===== src/sv/fbo_pkg.sv =====
// ----------------------------------------------------------------------------
// fbo_pkg
// Shared types and constants for the face-box overlay control block.
// ----------------------------------------------------------------------------
package fbo_pkg;

    // Widest coordinate held after clipping (image sides up to 4096 pixels).
    localparam int COORD_W  = 12;
    localparam int POS_W    = 16;
    localparam int TIME_W   = 32;
    localparam int TMO_W    = 16;
    localparam int OFF_W    = 19;
    localparam int LEN_W    = 10;
    localparam int ALPHA_W  = 8;

    localparam logic [ALPHA_W-1:0] ALPHA_DRAW  = 8'hFF;
    localparam logic [ALPHA_W-1:0] ALPHA_CLEAR = 8'h00;
    localparam logic [TMO_W-1:0]   TIMEOUT_RESET = 16'd200;
    localparam int                 MIN_EXTENT = 2;

    typedef enum logic {
        OP_REPORT  = 1'b0,
        OP_TIMEOUT = 1'b1
    } t_op;

    typedef struct packed {
        logic [COORD_W-1:0] left;
        logic [COORD_W-1:0] top;
        logic [COORD_W-1:0] right;
        logic [COORD_W-1:0] bottom;
    } t_box;

    // One queued command: an optional clear of the old box, then an optional draw.
    typedef struct packed {
        logic has_clear;
        t_box clear_box;
        logic has_draw;
        t_box draw_box;
    } t_entry;

    typedef struct packed {
        logic full;
        logic empty;
    } t_q_stat;

endpackage


===== src/sv/fbo_front.sv =====
// ----------------------------------------------------------------------------
// fbo_front
// Accepts reports and timeout checks, validates and clips boxes, keeps the
// shown box and its time, and queues the clear and draw commands.
// ----------------------------------------------------------------------------
module fbo_front #(
    parameter int IMG_WIDTH  = 640,
    parameter int IMG_HEIGHT = 480
) (
    input  logic                           i_clk,
    input  logic                           i_rst_n,
    input  logic                           i_cfg_we,
    input  logic [fbo_pkg::TMO_W-1:0]      i_cfg_data,
    input  logic                           i_valid,
    output logic                           o_ready,
    input  logic                           i_operation,
    input  logic [fbo_pkg::TIME_W-1:0]     i_time_ms,
    input  logic signed [fbo_pkg::POS_W-1:0] i_corner_a_x,
    input  logic signed [fbo_pkg::POS_W-1:0] i_corner_a_y,
    input  logic signed [fbo_pkg::POS_W-1:0] i_corner_b_x,
    input  logic signed [fbo_pkg::POS_W-1:0] i_corner_b_y,
    input  fbo_pkg::t_q_stat               i_q_stat,
    output logic                           o_push,
    output fbo_pkg::t_entry                o_entry
);
    import fbo_pkg::*;

    localparam logic signed [POS_W:0] W_S   = (POS_W+1)'(IMG_WIDTH);
    localparam logic signed [POS_W:0] H_S   = (POS_W+1)'(IMG_HEIGHT);
    localparam logic signed [POS_W:0] EXT_S = (POS_W+1)'(MIN_EXTENT);
    localparam logic [COORD_W-1:0]    W_MAX = COORD_W'(IMG_WIDTH - 1);
    localparam logic [COORD_W-1:0]    H_MAX = COORD_W'(IMG_HEIGHT - 1);

    logic [TMO_W-1:0]  r_timeout;
    logic              r_shown;
    t_box              r_box;
    logic [TIME_W-1:0] r_since;

    logic signed [POS_W:0] l, t, r, b;
    logic                  box_ok;
    t_box                  new_box;
    logic [TIME_W-1:0]     age;
    logic                  expired;
    logic                  accept;

    always_comb begin
        l = (i_corner_b_x < i_corner_a_x) ? (POS_W+1)'(i_corner_b_x)
                                          : (POS_W+1)'(i_corner_a_x);
        r = (i_corner_b_x < i_corner_a_x) ? (POS_W+1)'(i_corner_a_x)
                                          : (POS_W+1)'(i_corner_b_x);
        t = (i_corner_b_y < i_corner_a_y) ? (POS_W+1)'(i_corner_b_y)
                                          : (POS_W+1)'(i_corner_a_y);
        b = (i_corner_b_y < i_corner_a_y) ? (POS_W+1)'(i_corner_a_y)
                                          : (POS_W+1)'(i_corner_b_y);
        box_ok = !l[POS_W] && !t[POS_W] && (r <= W_S) && (b <= H_S)
                 && ((r - l) > EXT_S) && ((b - t) > EXT_S);
        // A valid box only ever overhangs by the border column or row itself.
        new_box.left   = l[COORD_W-1:0];
        new_box.top    = t[COORD_W-1:0];
        new_box.right  = (r >= W_S) ? W_MAX : r[COORD_W-1:0];
        new_box.bottom = (b >= H_S) ? H_MAX : b[COORD_W-1:0];
    end

    assign age     = i_time_ms - r_since;
    assign expired = r_shown && (age > {{(TIME_W-TMO_W){1'b0}}, r_timeout});

    assign o_ready = !i_q_stat.full;
    assign accept  = i_valid && o_ready;

    always_comb begin
        o_entry.draw_box  = new_box;
        o_entry.clear_box = r_box;
        if (t_op'(i_operation) == OP_REPORT) begin
            o_entry.has_clear = r_shown;
            o_entry.has_draw  = box_ok;
        end else begin
            o_entry.has_clear = expired;
            o_entry.has_draw  = 1'b0;
        end
        o_push = accept && (o_entry.has_clear || o_entry.has_draw);
    end

    always_ff @(posedge i_clk) begin
        if (!i_rst_n) begin
            r_timeout <= TIMEOUT_RESET;
            r_shown   <= 1'b0;
            r_box     <= '0;
            r_since   <= '0;
        end else begin
            if (i_cfg_we) begin
                r_timeout <= i_cfg_data;
            end
            if (accept) begin
                if (t_op'(i_operation) == OP_REPORT) begin
                    if (box_ok) begin
                        r_box   <= new_box;
                        r_since <= i_time_ms;
                    end
                    r_shown <= box_ok;
                end else if (expired) begin
                    r_shown <= 1'b0;
                end
            end
        end
    end

endmodule


===== src/sv/fbo_queue.sv =====
// ----------------------------------------------------------------------------
// fbo_queue
// Two-entry command queue between the front and the span sequencer.
// ----------------------------------------------------------------------------
module fbo_queue (
    input  logic             i_clk,
    input  logic             i_rst_n,
    input  logic             i_push,
    input  fbo_pkg::t_entry  i_entry,
    input  logic             i_pop,
    output fbo_pkg::t_entry  o_entry,
    output fbo_pkg::t_q_stat o_stat
);
    import fbo_pkg::*;

    t_entry     r_mem [2];
    logic       r_wptr;
    logic       r_rptr;
    logic [1:0] r_count;

    assign o_entry      = r_mem[r_rptr];
    assign o_stat.full  = (r_count == 2'd2);
    assign o_stat.empty = (r_count == 2'd0);

    always_ff @(posedge i_clk) begin
        if (i_push) begin
            r_mem[r_wptr] <= i_entry;
        end
    end

    always_ff @(posedge i_clk) begin
        if (!i_rst_n) begin
            r_wptr  <= 1'b0;
            r_rptr  <= 1'b0;
            r_count <= 2'd0;
        end else begin
            if (i_push) begin
                r_wptr <= !r_wptr;
            end
            if (i_pop) begin
                r_rptr <= !r_rptr;
            end
            if (i_push && !i_pop) begin
                r_count <= r_count + 2'd1;
            end else if (!i_push && i_pop) begin
                r_count <= r_count - 2'd1;
            end
        end
    end

endmodule


===== src/sv/fbo_back.sv =====
// ----------------------------------------------------------------------------
// fbo_back
// Span sequencer: turns each queued command into up to eight line spans,
// one per cycle while i_ready does not stall it, into a registered output stage.
// ----------------------------------------------------------------------------
module fbo_back #(
    parameter int IMG_WIDTH = 640
) (
    input  logic                          i_clk,
    input  logic                          i_rst_n,
    input  fbo_pkg::t_entry               i_entry,
    input  fbo_pkg::t_q_stat              i_q_stat,
    output logic                          o_pop,
    output logic                          o_valid,
    input  logic                          i_ready,
    output logic [fbo_pkg::OFF_W-1:0]     o_start_offset,
    output logic                          o_is_vertical,
    output logic [fbo_pkg::LEN_W-1:0]     o_span_length,
    output logic [fbo_pkg::ALPHA_W-1:0]   o_alpha_value,
    output logic                          o_last_of_run
);
    import fbo_pkg::*;

    logic         r_busy;
    t_entry       r_ent;
    logic [2:0]   r_idx;

    logic               r_o_valid;
    logic [OFF_W-1:0]   r_off;
    logic               r_vert;
    logic [LEN_W-1:0]   r_len;
    logic [ALPHA_W-1:0] r_alpha;
    logic               r_last;

    logic               adv;
    logic               span_last;
    t_box               box;
    logic [COORD_W-1:0] row, col;
    logic [COORD_W:0]   len;
    logic               vert;
    logic [31:0]        off;
    logic [2:0]         n_idx;

    assign adv       = r_busy && (!r_o_valid || i_ready);
    assign span_last = (r_idx == 3'd7) || ((r_idx == 3'd3) && !r_ent.has_draw);
    assign o_pop     = !i_q_stat.empty && (!r_busy || (adv && span_last));
    assign n_idx     = i_entry.has_clear ? 3'd0 : 3'd4;

    // Lower half of the index walks the clear box, upper half the draw box.
    // Order within a box: top row, bottom row, left column, right column.
    always_comb begin
        box = r_idx[2] ? r_ent.draw_box : r_ent.clear_box;
        case (r_idx[1:0])
            2'd0: begin
                row = box.top;    col = box.left;  vert = 1'b0;
                len = {1'b0, box.right} - {1'b0, box.left} + 1'b1;
            end
            2'd1: begin
                row = box.bottom; col = box.left;  vert = 1'b0;
                len = {1'b0, box.right} - {1'b0, box.left} + 1'b1;
            end
            2'd2: begin
                row = box.top;    col = box.left;  vert = 1'b1;
                len = {1'b0, box.bottom} - {1'b0, box.top} + 1'b1;
            end
            default: begin
                row = box.top;    col = box.right; vert = 1'b1;
                len = {1'b0, box.bottom} - {1'b0, box.top} + 1'b1;
            end
        endcase
        off = 32'(row) * 32'(IMG_WIDTH) + 32'(col);
    end

    always_ff @(posedge i_clk) begin
        if (o_pop) begin
            r_ent <= i_entry;
        end
        if (adv) begin
            r_off   <= off[OFF_W-1:0];
            r_vert  <= vert;
            r_len   <= len[LEN_W-1:0];
            r_alpha <= r_idx[2] ? ALPHA_DRAW : ALPHA_CLEAR;
            r_last  <= span_last;
        end
    end

    always_ff @(posedge i_clk) begin
        if (!i_rst_n) begin
            r_busy    <= 1'b0;
            r_idx     <= 3'd0;
            r_o_valid <= 1'b0;
        end else begin
            if (o_pop) begin
                r_busy <= 1'b1;
                r_idx  <= n_idx;
            end else if (adv && span_last) begin
                r_busy <= 1'b0;
            end else if (adv) begin
                r_idx <= r_idx + 3'd1;
            end
            if (adv) begin
                r_o_valid <= 1'b1;
            end else if (i_ready) begin
                r_o_valid <= 1'b0;
            end
        end
    end

    assign o_valid        = r_o_valid;
    assign o_start_offset = r_off;
    assign o_is_vertical  = r_vert;
    assign o_span_length  = r_len;
    assign o_alpha_value  = r_alpha;
    assign o_last_of_run  = r_last;

endmodule


===== src/sv/face_box_overlay_control.sv =====
// ----------------------------------------------------------------------------
// face_box_overlay_control
// Face-box overlay control: turns box reports and timeout checks into
// alpha-buffer line spans that clear the old box and draw the new one.
// ----------------------------------------------------------------------------
// The front takes one item per cycle while its two-entry command queue has
// room; an item that changes nothing on screen is accepted and queues no
// command. Each report or timeout check produces zero, four or eight spans,
// and the span sequencer emits one span per cycle while i_ready allows, so
// a report that replaces a shown box yields eight spans and a first draw or
// a clear four; the sequencer sets the sustained rate, one span per cycle.
// Spans of one item arrive in order: clear of the old box (top row, bottom
// row, left column, right column), then the draw of the new box, and the
// final span of each item carries last_of_run.
module face_box_overlay_control #(
    parameter int IMG_WIDTH  = 640,
    parameter int IMG_HEIGHT = 480
) (
    input  logic                             i_clk,
    input  logic                             i_rst_n,
    input  logic                             i_cfg_we,
    input  logic [fbo_pkg::TMO_W-1:0]        i_cfg_data,
    input  logic                             i_valid,
    output logic                             o_ready,
    input  logic                             i_operation,
    input  logic [fbo_pkg::TIME_W-1:0]       i_time_ms,
    input  logic signed [fbo_pkg::POS_W-1:0] i_corner_a_x,
    input  logic signed [fbo_pkg::POS_W-1:0] i_corner_a_y,
    input  logic signed [fbo_pkg::POS_W-1:0] i_corner_b_x,
    input  logic signed [fbo_pkg::POS_W-1:0] i_corner_b_y,
    output logic                             o_valid,
    input  logic                             i_ready,
    output logic [fbo_pkg::OFF_W-1:0]        o_start_offset,
    output logic                             o_is_vertical,
    output logic [fbo_pkg::LEN_W-1:0]        o_span_length,
    output logic [fbo_pkg::ALPHA_W-1:0]      o_alpha_value,
    output logic                             o_last_of_run
);
    import fbo_pkg::*;

    logic    q_push;
    logic    q_pop;
    t_entry  push_entry;
    t_entry  head_entry;
    t_q_stat q_stat;

    fbo_front #(
        .IMG_WIDTH (IMG_WIDTH),
        .IMG_HEIGHT(IMG_HEIGHT)
    ) u_front (
        .i_clk       (i_clk),
        .i_rst_n     (i_rst_n),
        .i_cfg_we    (i_cfg_we),
        .i_cfg_data  (i_cfg_data),
        .i_valid     (i_valid),
        .o_ready     (o_ready),
        .i_operation (i_operation),
        .i_time_ms   (i_time_ms),
        .i_corner_a_x(i_corner_a_x),
        .i_corner_a_y(i_corner_a_y),
        .i_corner_b_x(i_corner_b_x),
        .i_corner_b_y(i_corner_b_y),
        .i_q_stat    (q_stat),
        .o_push      (q_push),
        .o_entry     (push_entry)
    );

    fbo_queue u_queue (
        .i_clk  (i_clk),
        .i_rst_n(i_rst_n),
        .i_push (q_push),
        .i_entry(push_entry),
        .i_pop  (q_pop),
        .o_entry(head_entry),
        .o_stat (q_stat)
    );

    fbo_back #(
        .IMG_WIDTH(IMG_WIDTH)
    ) u_back (
        .i_clk         (i_clk),
        .i_rst_n       (i_rst_n),
        .i_entry       (head_entry),
        .i_q_stat      (q_stat),
        .o_pop         (q_pop),
        .o_valid       (o_valid),
        .i_ready       (i_ready),
        .o_start_offset(o_start_offset),
        .o_is_vertical (o_is_vertical),
        .o_span_length (o_span_length),
        .o_alpha_value (o_alpha_value),
        .o_last_of_run (o_last_of_run)
    );

    a_no_overflow: assert property (@(posedge i_clk) disable iff (!i_rst_n)
        q_push |-> !q_stat.full)
        else $error("command queue written while full");

    a_no_underflow: assert property (@(posedge i_clk) disable iff (!i_rst_n)
        q_pop |-> !q_stat.empty)
        else $error("command queue read while empty");

    a_alpha_code: assert property (@(posedge i_clk) disable iff (!i_rst_n)
        o_valid |-> (o_alpha_value == ALPHA_DRAW || o_alpha_value == ALPHA_CLEAR))
        else $error("span carries an alpha that is neither draw nor clear");

endmodule

===== config.mk =====
export PLATFORM = sky130hd
export DESIGN_NAME = face_box_overlay_control
export DESIGN_NICKNAME = d
export VERILOG_FILES = /design/src/sv/fbo_pkg.sv /design/src/sv/fbo_front.sv /design/src/sv/fbo_queue.sv /design/src/sv/fbo_back.sv /design/src/sv/face_box_overlay_control.sv
export SDC_FILE = /design/constraint.sdc
export NUM_CORES = 1
export LEC_CHECK = 0
export ABC_AREA = 1
export BUFFER_PORTS_ARGS = -buffer_cell sky130_fd_sc_hd__buf_2
export CORE_ASPECT_RATIO = 1.75
export CORE_MARGIN = 3
export CORE_UTILIZATION = 56
export DETAILED_ROUTE_END_ITERATION = 6
export GPL_TIMING_DRIVEN = 0
export HOLD_SLACK_MARGIN = 0.02
export PLACE_DENSITY = 0.77
export SKIP_LAST_GASP = 1
export SYNTH_ARGS = -nofsm -noshare
export SYNTH_HDL_FRONTEND = slang
export SYNTH_HIERARCHICAL = 1
export SYNTH_SLANG_ARGS = --single-unit

===== constraint.sdc =====
create_clock -name i_clk -period 9.3 [get_ports i_clk]
set_input_delay 0.93 -clock i_clk [delete_from_list [all_inputs] [get_ports i_clk]]
set_output_delay 0.93 -clock i_clk [all_outputs]
set_load 0.02 [all_outputs]

==> impl_metrics.tcl <==
set metrics [dict create \
    outcome "finished, final reports clean" \
    hp-class "reg2reg" \
    grt-ovfl-total 0 \
    ys_ff_latch 432 \
    power_density_nw_per_um2 299 \
    viasPerCell 5.48 \
    port_buffers 158 \
    cp_top_family "compound AO/OA/AOI/OAI gates" \
    r2r-start "u_front/r_since[0]" \
    totalWireLength_mm 64.6 \
    synth_edf_count 325 \
    setup_viol 0 \
    clockBufferDepth 3 \
    syn_nets 3012 \
    ys_warn_count 6 \
    drt_first_iter_violations 1284 \
    hold_path_end "u_queue/r_mem[0][65]" \
    gp_congestion 0.981 \
    crit_slowest_cell "o21ai_0" \
    post_cts_buffers 0 \
    period_share_pct 67.6 \
    tns_ns 0 \
    max_slew_margin_pct 39.4 \
    start_util_pct 56.8 \
    cts-resized-gates 0 \
    die_w_um 164 \
    synth_cell_types 52 \
    area_delta_synth_final_pct 12.3 \
    grt_max_degree 56 \
    min_path_cells 0 \
    skew_ns 0.0342 \
    critPathArrivalTime_ns 6.53 \
    hold_buffers 0 \
    synthCells 2746 \
    pin_count 159 \
    wl_per_cell_um 18.2 \
    place_hpwl_mm 49.6 \
    postRouteAntennaNets 0 \
    maxCapViolations 0 \
    antenna_found_initial 3 \
    reg2reg_to "u_queue/r_mem[0][49]" \
    grt_util_all_layers_pct 27.7 \
    via_count 19400 \
    fmax_ghz 0.159 \
    tightest_slew_ns 0.907 \
    hold_start "u_front/o_entry[65]" \
    cp_num_cells 26 \
    clk_pin_slew_ns 0.07 \
    cts_root_buf "clkbuf_16" \
    max_stage_delay_ns 0.62 \
    drive_gt1_share_pct 14.6 \
    die-area_um2 46100 \
    crit_buf_inv 6 \
    grt_pass1_wl_mm 99.4 \
    core_um2 42800 \
    async_reset_ff_share_pct 0 \
    fin_crit_ns 6.29 \
    fp.dieH_um 282 \
    first_pass_iters 7 \
    drc_errors 0 \
    p_leak_nw 12.4 \
    cts_made_buffers 40 \
    grt_pass1_vias 19500 \
    critPathMaxFanout 32 \
    htree_levels 2 \
    syn_area_um2 24300 \
    cp-start-kind "input pin" \
    ys_seq_area_share_pct 48.9 \
    slew_viol_final 0 \
    hold_viol 0 \
    cts_tree "done" \
    nNetsFinal 3217 \
    crit_top_cell "nand2_1" \
    critPathKind "in2reg" \
    cp-end-kind "flip-flop" \
    rrSetupSlack_ns 3.21 \
    placementRows 100 \
    fin_ws_ns 3.01 \
    ir_drop_uv 310 \
    cp.required_ns 9.54 \
    rsz0062_at_grt "false" \
    synth_flop_cell "edfxtp_1" \
    clock_latency_ns 0.57 \
    cts_sinks 432 \
    avgSynthCellArea_um2 8.86 \
    ff2ff_path_depth 24 \
    place_ws_ns 2.62 \
]
[cell families after synthesis]
| family | share of synthesized area, % |
|---|---|
| AO/OA/AOI/OAI | 6.36 |
| XOR/XNOR | 1.66 |
| adder cells (fa/ha/maj) | 7.77 |
| buffers and inverters | 7.68 |
| flip-flops | 48.9 |
| multiplexers | 5.63 |
| AND/OR/NAND/NOR | 22.0 |
[how the worst max path moves through the flow]
stage	start	end	slack, ns
3_5_place_dp	i_time_ms[0]	u_queue/r_mem[0][50]	2.62
5_1_grt	i_time_ms[0]	u_queue/r_mem[0][49]	2.73
3_3_place_gp	i_time_ms[0]	u_queue/r_mem[0][50]	-2.73
4_1_cts	i_time_ms[0]	u_queue/r_mem[0][8]	3.13
6_report	i_time_ms[0]	u_queue/r_mem[0][49]	3.01
2_1_floorplan	i_corner_a_y[15]	u_queue/r_mem[0][0]	0.55
[cell type report]
cell class / instances / area (um2)
tap: 561 / 702
sequential: 432 / 11900
inverter: 366 / 1380
antenna: 2 / 5.00
clock inverter: 22 / 269
buffer: 72 / 494
multi-input combinational: 1876 / 10600
fill: 3494 / 15500
clock buffer: 52 / 1090
timing repair buffer: 163 / 906
[metal layers]
layer	global-route usage (%)	up-vias	wire length, um
li1	-	9476	-
met1	27.6	8997	21900
met2	52.6	708	34400
met3	3.82	232	3440
met4	18.4	2	4780
met5	0	-	13
[Yosys cell counts (all sizes together), types with 17 or more instances]
library cell	count	area, um2
mux2	98	1180
nand3	169	881
inv	365	1370
ha	143	1790
xor2	31	272
mux2i	19	190
nand3b	17	128
edfxtp	325	9760
nand2	752	2870
o21ai	124	639
buf	60	449
nor2	289	1110
nand4	25	169
dfxtp	107	2140
a21oi	112	568
[power by group]
group	internal, W	leakage [nW]	switching (W)
clock network	0.000933	0.656	0.000747
logic	0.00134	7.90	0.00246
registers	0.00259	3.85	0.0000955
[layout by cell type (no fill, tap or decap), drive strengths merged, types with 2 or more instances in the layout]
cell,Yosys,final
a21oi,112,112
or2,7,7
mux2i,19,19
clkinvlp,0,2
ha,143,143
nor4,5,5
diode,0,2
o221ai,2,2
dfxtp,107,107
fa,5,5
nor3,15,15
clkbuf,12,64
o21ai,124,124
nand3b,17,17
inv,365,370
a21o,6,6
buf,60,223
xnor2,15,15
o211ai,7,7
edfxtp,325,325
a211oi,3,3
nand4,25,25
o22ai,4,4
nand3,169,169
mux2,98,98
nor3b,3,3
o21bai,6,6
nand2,752,752
nor2,289,289
o21a,6,6
xor2,31,31
a31oi,4,4
clkinv,1,13
bufinv,0,3
a21boi,6,6
[flip-flops by register name (all words and copies together), names as in the netlist, named ones only]
name and flops:
u_queue/r_mem 196, u_back/r_ent 97, u_front/o_entry 48, u_front/r_since 32, u_back/o_start_offset 19, u_front/r_timeout 16
u_back/o_span_length 10, u_back/r_idx 3, u_queue/r_count 2, u_back/o_alpha_value 1, u_back/o_is_vertical 1, u_back/o_last_of_run 1
u_back/o_valid 1, u_back/r_busy 1, u_front/r_shown 1, u_queue/r_rptr 1, u_queue/r_wptr 1
[per-stage QoR]
stage	hold slack [ns]	std cells	area [um2]	power [W]	utilization, %
after floorplan	0.426	2746	24300	0.00545	-
after global placement	0.428	3465	25800	0.00632	60.3
after detailed placement	0.438	3470	26000	0.00645	60.7
after CTS	0.447	3544	27300	0.00816	63.8
after global routing	0.457	3544	27300	0.00872	63.8
final	0.443	3546	27300	0.00816	63.8
Power figures use the tool's default switching activity.
